<file path="config.mk">
export PLATFORM = sky130hd
export DESIGN_NAME = sorted_priority_queue
export DESIGN_NICKNAME = d
export VERILOG_FILES = /design/src/rtl/spq_pkg.sv /design/src/rtl/spq_datapath.sv /design/src/rtl/spq_ctrl.sv /design/src/rtl/sorted_priority_queue.sv
export VERILOG_INCLUDE_DIRS = /design/src /design/src/rtl
export SDC_FILE = /design/constraint.sdc
export NUM_CORES = 2
export LEC_CHECK = 0
export BUFFER_PORTS_ARGS = -buffer_cell sky130_fd_sc_hd__buf_4
export CAP_MARGIN = 15
export CORE_MARGIN = 2
export CORE_UTILIZATION = 35
export DETAILED_ROUTE_END_ITERATION = 10
export GPL_TIMING_DRIVEN = 0
export SYNTH_ARGS = -nofsm -noshare
export SYNTH_HDL_FRONTEND = slang
export SYNTH_SLANG_ARGS = --single-unit
</file>
<file path="constraint.sdc">
create_clock -name clk -period 6.68 [get_ports clk]
set_input_delay 1.002 -clock clk [delete_from_list [all_inputs] [get_ports clk]]
set_output_delay 1.002 -clock clk [all_outputs]
set_load 0.1 [all_outputs]
</file>
<file path="src/rtl/assert_macros.svh">
// assertion macros shared by the rtl modules
`ifndef ASSERT_MACROS_SVH
`define ASSERT_MACROS_SVH

`ifndef SYNTH
// property must hold at every clock edge outside reset
`define ASSERT_CLK(lbl, clk, rst_n, prop, msg) \
	lbl: assert property (@(posedge clk) disable iff (!rst_n) prop) else $error(msg);
// condition must never be seen at a clock edge outside reset
`define ASSERT_NEVER(lbl, clk, rst_n, prop, msg) \
	lbl: assert property (@(posedge clk) disable iff (!rst_n) !(prop)) else $error(msg);
`else
`define ASSERT_CLK(lbl, clk, rst_n, prop, msg)
`define ASSERT_NEVER(lbl, clk, rst_n, prop, msg)
`endif

`endif

</file>
<file path="src/rtl/spq_pkg.sv">
// types and constants of the sorted priority queue
package spq_pkg;

	localparam int CAPACITY = 16;
	localparam int VAL_W    = 32;
	localparam int OCC_W    = 5;
	localparam int CNT_W    = $clog2(CAPACITY + 1);

	localparam logic MODE_ENQ = 1'b0;
	localparam logic MODE_DEQ = 1'b1;

	typedef struct packed {
		logic                    mode;
		logic signed [VAL_W-1:0] value;
	} in_item_t;

	typedef struct packed {
		logic signed [VAL_W-1:0] removed_value;
		logic                    removed_valid;
		logic                    underflow;
		logic                    overflow;
		logic [OCC_W-1:0]        occupancy;
	} out_item_t;

	// controller to datapath
	typedef struct packed {
		logic finish;
		logic insert;
		logic remove;
		logic set_over;
		logic set_under;
	} dp_cmd_t;

	// datapath to controller
	typedef struct packed {
		logic dequeue;
		logic full;
		logic empty;
	} dp_stat_t;

endpackage

</file>
<file path="src/rtl/spq_datapath.sv">
// sorted cell array, entry count and result register
`include "assert_macros.svh"
module spq_datapath import spq_pkg::*; (
	input  logic      clk,
	input  logic      arst_n,
	input  logic      load,
	input  in_item_t  item,
	input  dp_cmd_t   cmd,
	output dp_stat_t  stat,
	output out_item_t result
);

	in_item_t                item_q;
	logic signed [VAL_W-1:0] cells_q [CAPACITY];
	logic signed [VAL_W-1:0] cell_nxt [CAPACITY];
	logic                    keep [CAPACITY];
	logic [CNT_W-1:0]        count_q;
	logic [CNT_W-1:0]        count_nxt;
	out_item_t               result_q;

	always_ff @(posedge clk) begin
		if (load) begin
			item_q <= item;
		end
	end

	assign stat.dequeue = (item_q.mode == MODE_DEQ);
	assign stat.full    = (count_q == CNT_W'(CAPACITY));
	assign stat.empty   = (count_q == '0);

	// each cell keeps its value when it holds an entry not smaller than the new one
	for (genvar i = 0; i < CAPACITY; i++) begin : g_cell
		assign keep[i] = (CNT_W'(i) < count_q) && (cells_q[i] >= item_q.value);

		always_comb begin
			if (cmd.remove) begin
				cell_nxt[i] = (i == CAPACITY - 1) ? cells_q[i] : cells_q[(i + 1) % CAPACITY];
			end else if (keep[i]) begin
				cell_nxt[i] = cells_q[i];
			end else if (i == 0) begin
				cell_nxt[i] = item_q.value;
			end else if (keep[(i + CAPACITY - 1) % CAPACITY]) begin
				cell_nxt[i] = item_q.value;
			end else begin
				cell_nxt[i] = cells_q[(i + CAPACITY - 1) % CAPACITY];
			end
		end

		always_ff @(posedge clk) begin
			if (cmd.insert || cmd.remove) begin
				cells_q[i] <= cell_nxt[i];
			end
		end
	end

	always_comb begin
		count_nxt = count_q;
		if (cmd.insert) begin
			count_nxt = count_q + CNT_W'(1);
		end else if (cmd.remove) begin
			count_nxt = count_q - CNT_W'(1);
		end
	end

	always_ff @(posedge clk or negedge arst_n) begin
		if (!arst_n) begin
			count_q <= '0;
		end else begin
			count_q <= count_nxt;
		end
	end

	always_ff @(posedge clk) begin
		if (cmd.finish) begin
			result_q.removed_value <= cmd.remove ? cells_q[0] : '0;
			result_q.removed_valid <= cmd.remove;
			result_q.underflow     <= cmd.set_under;
			result_q.overflow      <= cmd.set_over;
			result_q.occupancy     <= OCC_W'(count_nxt);
		end
	end

	assign result = result_q;

	`ASSERT_CLK(a_count_range, clk, arst_n, count_q <= CNT_W'(CAPACITY), "entry count above capacity")
	`ASSERT_NEVER(a_insert_full, clk, arst_n, cmd.insert && stat.full, "insert into full queue")
	`ASSERT_CLK(a_remove_count, clk, arst_n, cmd.remove |=> count_q == $past(count_q) - CNT_W'(1), "remove did not drop the count")

endmodule

</file>
<file path="src/rtl/spq_ctrl.sv">
// controller state machine of the sorted priority queue
`include "assert_macros.svh"
module spq_ctrl import spq_pkg::*; (
	input  logic     clk,
	input  logic     arst_n,
	input  logic     start,
	input  dp_stat_t stat,
	output logic     busy,
	output logic     load,
	output dp_cmd_t  cmd,
	output logic     done
);

	localparam logic ST_IDLE = 1'b0;
	localparam logic ST_EXEC = 1'b1;

	logic state_q;
	logic done_q;

	assign busy = (state_q == ST_EXEC);
	assign load = start && !busy;

	always_comb begin
		cmd = '0;
		unique case (state_q)
			ST_EXEC: begin
				cmd.finish = 1'b1;
				if (stat.dequeue) begin
					cmd.remove    = !stat.empty;
					cmd.set_under = stat.empty;
				end else begin
					cmd.insert   = !stat.full;
					cmd.set_over = stat.full;
				end
			end
			default: begin
				cmd = '0;
			end
		endcase
	end

	always_ff @(posedge clk or negedge arst_n) begin
		if (!arst_n) begin
			state_q <= ST_IDLE;
			done_q  <= 1'b0;
		end else begin
			state_q <= load ? ST_EXEC : ST_IDLE;
			done_q  <= (state_q == ST_EXEC);
		end
	end

	assign done = done_q;

	`ASSERT_CLK(a_one_action, clk, arst_n, $onehot0({cmd.insert, cmd.remove, cmd.set_over, cmd.set_under}), "more than one action at once")
	`ASSERT_CLK(a_done_after_exec, clk, arst_n, done |-> $past(state_q == ST_EXEC), "done without an execute cycle")
	`ASSERT_CLK(a_accept_busy, clk, arst_n, load |=> busy, "accepted item did not start work")

endmodule

</file>
<file path="src/rtl/sorted_priority_queue.sv">
// sorted priority queue, largest first: top level
// flow: an item taken while idle is latched and applied in the execute step; its result is on result
// with done, both registered at the end of the execute step; no new item is taken while busy in the
// execute step of the controller; the receiver cannot stall
// reset: arst_n clears the entry count and the controller; entries are not cleared
// and hold don't-care values until written
module sorted_priority_queue import spq_pkg::*; (
	input  logic      clk,
	input  logic      arst_n,
	input  logic      start,
	input  in_item_t  item,
	output logic      busy,
	output logic      done,
	output out_item_t result
);

	// command and status between the controller and the datapath
	dp_cmd_t  cmd;
	dp_stat_t stat;
	logic     load;

	// controller: idle / execute, decides insert, remove or flag
	spq_ctrl u_ctrl (
		.clk    (clk),
		.arst_n (arst_n),
		.start  (start),
		.stat   (stat),
		.busy   (busy),
		.load   (load),
		.cmd    (cmd),
		.done   (done)
	);

	// datapath: item latch, sorted cell array with parallel compare, result register
	spq_datapath u_dp (
		.clk    (clk),
		.arst_n (arst_n),
		.load   (load),
		.item   (item),
		.cmd    (cmd),
		.stat   (stat),
		.result (result)
	);

endmodule

</file>
After elaboration in Yosys (flattened, before gate mapping)
Memory sizes are Yosys's and may differ from the RTL's.
Cells that the tools add are included.
{"block": "totals", "elab_cells": 128, "register_bits": 80, "mem_bits_rw": 512, "out_inout_bits": 42, "n_memories": 1}
{"name": "u_dp.cells_q", "depth": 16, "width": 32, "rd": 16, "rd_ports_with_merged_regs": 0, "write_ports": 16, "line": "spq_datapath.sv:14", "source": "logic signed [VAL_W-1:0] cells_q [CAPACITY];"}
{"block": "op_classes", "n_eq_ne": 1, "mux": 57, "n_reduce_logical": 24, "n_addsub": 2, "n_bitwise": 1, "n_lt_le_gt_ge": 32}
{"cell": "32-bit 2-to-1 mux", "count": 47}
{"cell": "32-bit greater-or-equal comparator", "count": 16}
{"cell": "4-bit by 5-bit less-than comparator with 1-bit output, first input constant", "count": 8}
{"cell": "3-bit by 5-bit less-than comparator with 1-bit output, first input constant", "count": 4}
{"cell": "1-bit logical AND", "count": 17}
{"cell": "5-bit 2-to-1 mux", "count": 3}
{"cell": "1-bit by 5-bit less-than comparator with 1-bit output, first input constant", "count": 2}
{"cell": "2-bit by 5-bit less-than comparator with 1-bit output, first input constant", "count": 2}
{"cell": "1-bit 2-to-1 mux", "count": 7}
{"cell": "5-bit by 1-bit adder with 5-bit output, second input constant", "count": 1}
{"cell": "5-bit equality test, second input constant", "count": 1}
{"cell": "5-bit zero test", "count": 1}
{"cell": "5-bit by 1-bit subtractor with 5-bit output, second input constant", "count": 1}
{"cell": "1-bit zero test", "count": 3}
{"cell": "2-bit AND reduction", "count": 1}
{"cell": "2-bit OR reduction", "count": 1}
{"cell": "1-bit logical OR", "count": 1}
{"cell": "1-bit inverter", "count": 1}

Depth between registers and ports, before layout
{"block": "depth", "word_depth": 7, "ltp_mapped": 13}

Hierarchy
From an unflattened synthesis, not the netlist that was laid out.
{"block": "unflattened", "hier_cells": 3841, "area_unflattened_um2": 39952.1}
{"mod": "spq_datapath", "area_each_um2": 39852.0, "instances": 1, "seq_area_each_um2": 17692.0, "cells_per_inst": 3833}
{"mod": "spq_ctrl", "area_each_um2": 100.1, "instances": 1, "seq_area_each_um2": 50.0, "cells_per_inst": 8}

Worst setup path before layout
No wires, ideal clock.
{"block": "synth_timing", "path_type": "flip-flop to flip-flop", "startpoint": "reg u_dp.item_q[31] (netlist name)", "endpoint": "mem u_dp.cells_q[0][0] (enable)", "arrival_ns": 5.100, "n_path_buf": 3, "t_required_ns": 6.214, "synth_period_minus_slack_ns": 5.566, "path_slack_ns": 1.114, "setup_ns": 0.466, "path_stages_with_launch": 13, "path_cell_list": "edfxtp_1 -> clkbuf_1 -> inv_1 -> ha_1 -> nand4_1 -> a211oi_1 -> or4b_1 -> o21ai_1 -> nand3_1 -> and2_1 -> buf_2 -> buf_4 -> o21ai_0"}
{"item": "end: declaration", "line": "spq_datapath.sv:14"}

==> flow_metrics.env <==
export IMPL_outcome="finished, final reports clean"
export IMPL_nets=4460
export IMPL_setup_tns_final_ns=0
export IMPL_hp_class="in2async"
export IMPL_syn_inst=3736
export IMPL_dp_hpwl_um=116000
export IMPL_clock_latency_ns=0.65
export IMPL_setup_violations=0
export IMPL_timing_worst_setup_path_type="reg2reg"
export IMPL_antenna_found_initial=3
export IMPL_overflow=0
export IMPL_cp_arrival_ns=7.03
export IMPL_h_tree_depth=3
export IMPL_place_area_um2=42800
export IMPL_fmax_ghz=0.151
export IMPL_critPathRequiredTime_ns=7.06
export IMPL_drt_initial_drc_count=3525
export IMPL_grt_pass1_wl_um=212000
export IMPL_grt_usage=0.249
export IMPL_drv_slew=0
export IMPL_pin_count=78
export IMPL_slew_headroom=0.105
export IMPL_cts_clk_slew_worst_paths_ns=0.06
export IMPL_tightestPinTransition_ns=1.34
export IMPL_synthFlopType="edfxtp_1"
export IMPL_cts_setup_buffers=0
export IMPL_routed_wl_um=149000
export IMPL_syn_nets=4287
export IMPL_cpLargestDelayFamily="buffers and inverters"
export IMPL_avgSynthCellArea_um2=10.6
export IMPL_p_switching_w=0.00597
export IMPL_drc_errors=0
export IMPL_detail_route_wl_per_cell_um=27.2
export IMPL_cp_end_kind="flip-flop"
export IMPL_max_cap_violations=0
export IMPL_ys_ff_latch=592
export IMPL_cpPeakStageDelay_ns=1.01
export IMPL_grt_setup_unrepaired="false"
export IMPL_gp_congestion=0.978
export IMPL_ir_drop_uv=171
export IMPL_routed_via_density=5.98
export IMPL_synth_area_um2=39700
export IMPL_initial_core_util=0.353
export IMPL_crit_chain="clkbuf_1, inv_1, ha_1, nand4_1, nor4_1, o21ai_0, a221oi_4, buf_2, o21ai_4, buf_16"
export IMPL_cts_buffers=69
export IMPL_power_internal_w=0.00993
export IMPL_syn2layout_area_growth_pct=13.9
export IMPL_grt_max_degree=33
export IMPL_die_area_um2=116000
export IMPL_comb_power_share=0.369
export IMPL_fin_util=0.402
export IMPL_hold_buffers=0
export IMPL_path_buf_inv=4
export IMPL_drtAntennaViolNets=0
export IMPL_fin_skew_ns=0.0264
export IMPL_coreArea_um2=112000
export IMPL_startpoint_type="flip-flop"
export IMPL_firstDrtPassIters=5
export IMPL_dr_total_vias=32700
export IMPL_power_frac_clock=0.256
export IMPL_p_seq_frac=0.375
export IMPL_post_cts_resized=0
export IMPL_cp_max_fo=17
export IMPL_ys_seq_area_frac=0.447
export IMPL_synth_warnings=0
export IMPL_powerDensity_nw_per_um2=351
export IMPL_swShare=0.375
export IMPL_fin_crit_ns=6.64
export IMPL_port_buffers=77
export IMPL_clock_path_buffers=3
export IMPL_ys_types=77
export IMPL_first_global_vias=31500
export IMPL_fin_crit_sh=0.995
export IMPL_leakagePower_nw=18.4
export IMPL_postLayoutCellArea_um2=45200
export IMPL_async_flop_share=0.0118
export IMPL_core_rowCount=123
export IMPL_slowest_stage="nor4_1"
export IMPL_synth_edf_count=585
export IMPL_cts_sinks=592
export IMPL_die_h_um=341
export IMPL_die_w_um=341
export IMPL_root_buffer="clkbuf_16"
export IMPL_finalHoldViolations=0
export IMPL_cts_tree="built"
export IMPL_drive_gt1_frac=0.0835
[power by group through the flow]
stage | combinational (W) | sequential (W) | clock, W
after floorplan | 0.00396 | 0.00580 | 0
after global placement | 0.00546 | 0.00603 | 0
after detailed placement | 0.00573 | 0.00599 | 0
after CTS | 0.00576 | 0.00591 | 0.00410
after global routing | 0.00635 | 0.00601 | 0.00424
final | 0.00586 | 0.00596 | 0.00407
[placed cells by master (no fill, tap or decap), types with 71 or more instances in the layout]
master | netlist | routed
a21o_1 | 109 | 109
a21oi_1 | 254 | 254
a221o_1 | 184 | 184
buf_4 | 23 | 100
clkbuf_1 | 160 | 166
clkbuf_16 | 0 | 71
edfxtp_1 | 585 | 585
ha_1 | 515 | 515
mux2i_1 | 256 | 256
nand2_1 | 508 | 503
nand4_1 | 112 | 112
nor2_1 | 255 | 255
o21ai_0 | 218 | 209
o21ai_1 | 71 | 71
[synthesized netlist by cell type (4+ instances only)]
cell / n / share of area
edfxtp_1: 585 / 0.44
ha_1: 515 / 0.16
nand2_1: 508 / 0.048
mux2i_1: 256 / 0.065
nor2_1: 255 / 0.024
a21oi_1: 254 / 0.032
o21ai_0: 218 / 0.027
a221o_1: 184 / 0.046
clkbuf_1: 160 / 0.015
nand4_1: 112 / 0.018
a21o_1: 109 / 0.021
o21ai_1: 71 / 0.0089
nand3_1: 66 / 0.0083
inv_1: 61 / 0.0058
and2_1: 36 / 0.0057
mux2_2: 32 / 0.0091
buf_2: 27 / 0.0034
nor2b_1: 26 / 0.0041
buf_4: 23 / 0.0043
nor3_1: 23 / 0.0029
a211oi_1: 19 / 0.0036
nand2b_1: 15 / 0.0024
nor4_1: 15 / 0.0024
o211ai_1: 14 / 0.0026
and4_1: 10 / 0.0022
a221oi_1: 8 / 0.0018
buf_1: 8 / 0.00076
o221ai_1: 8 / 0.0018
a2111oi_0: 7 / 0.0015
dfrtp_1: 7 / 0.0044
nor3b_1: 7 / 0.0013
a21boi_0: 6 / 0.0011
o21a_1: 6 / 0.0011
a31oi_1: 5 / 0.00079
and3_1: 5 / 0.00079
o22ai_1: 5 / 0.00079
or4b_1: 5 / 0.0013
a32o_1: 4 / 0.0010
nor2_4: 4 / 0.0011
or3_1: 4 / 0.00063
[kinds of logic after synthesis]
logic type / share of synthesized area
and+or+nand+nor: 0.125
xor gates and xnor gates: 0.000662
muxes: 0.0736
DFF: 0.447
adders and majority gates: 0.162
AOI/OAI and AO/OA: 0.161
buffers and inverters: 0.0300
[routing by layer]
metal | GRT usage | vias to the layer above | wire (um)
met5 | 0 | - | 0
met4 | 0.141 | 0 | 8650
met3 | 0.0429 | 340 | 13200
met2 | 0.386 | 1753 | 65600
met1 | 0.328 | 15800 | 61100
li1 | - | 14700 | -
[sequential cells by signal, summed over array words and instances (netlist names)]
name and flops:
u_ctrl.busy 1, u_ctrl.done 1, u_dp.cells_q 512, u_dp.count_q 5, u_dp.item_q 32, u_dp.result 40
u_dp.stat 1
[through the flow]
stage	std cells	hold WS [ns]	worst slack, ns	total power [W]
2_1_floorplan	3736	0.516	1.11	0.00977
3_3_place_gp	5313	0.575	-3.46	0.0115
3_5_place_dp	5336	0.582	0.422	0.0117
4_1_cts	5460	0.184	0.392	0.0158
5_1_grt	5462	0.202	0.191	0.0166
6_report	5463	0.198	0.0361	0.0159
[path summary, 6_finish.rpt]
path | from | endpoint | slack [ns] | cells after the start
worst max-delay path | u_dp.item_q[31]$_DFFE_PP_ | u_dp.cells_q[13][9]$_DFFE_PP_ | 0.04 | 10
worst min-delay path | arst_n | u_ctrl.done$_DFF_PN0_ | 0.20 | 1
worst max register to register | u_dp.item_q[31]$_DFFE_PP_ | u_dp.cells_q[13][9]$_DFFE_PP_ | 0.04 | 10
worst min register to register | u_dp.cells_q[6][1]$_DFFE_PP_ | u_dp.cells_q[5][1]$_DFFE_PP_ | 0.60 | 2
max in group asynchronous | arst_n | u_ctrl.busy$_DFF_PN0_ | 6.30 | 1
min in group clk | item[17] | u_dp.item_q[17]$_DFFE_PP_ | 0.53 | 1
[layout make-up]
type	count	area [um^2]
antenna	1	2.50
buffer	220	961
clock buffer	77	1800
clock inverter	47	549
fill	10800	67300
inverter	61	229
multi-input combinational	2863	20900
sequential	592	17700
tap	1500	1880
timing repair buffer	102	1160
No activity file was read; power rests on OpenSTA's default activity.
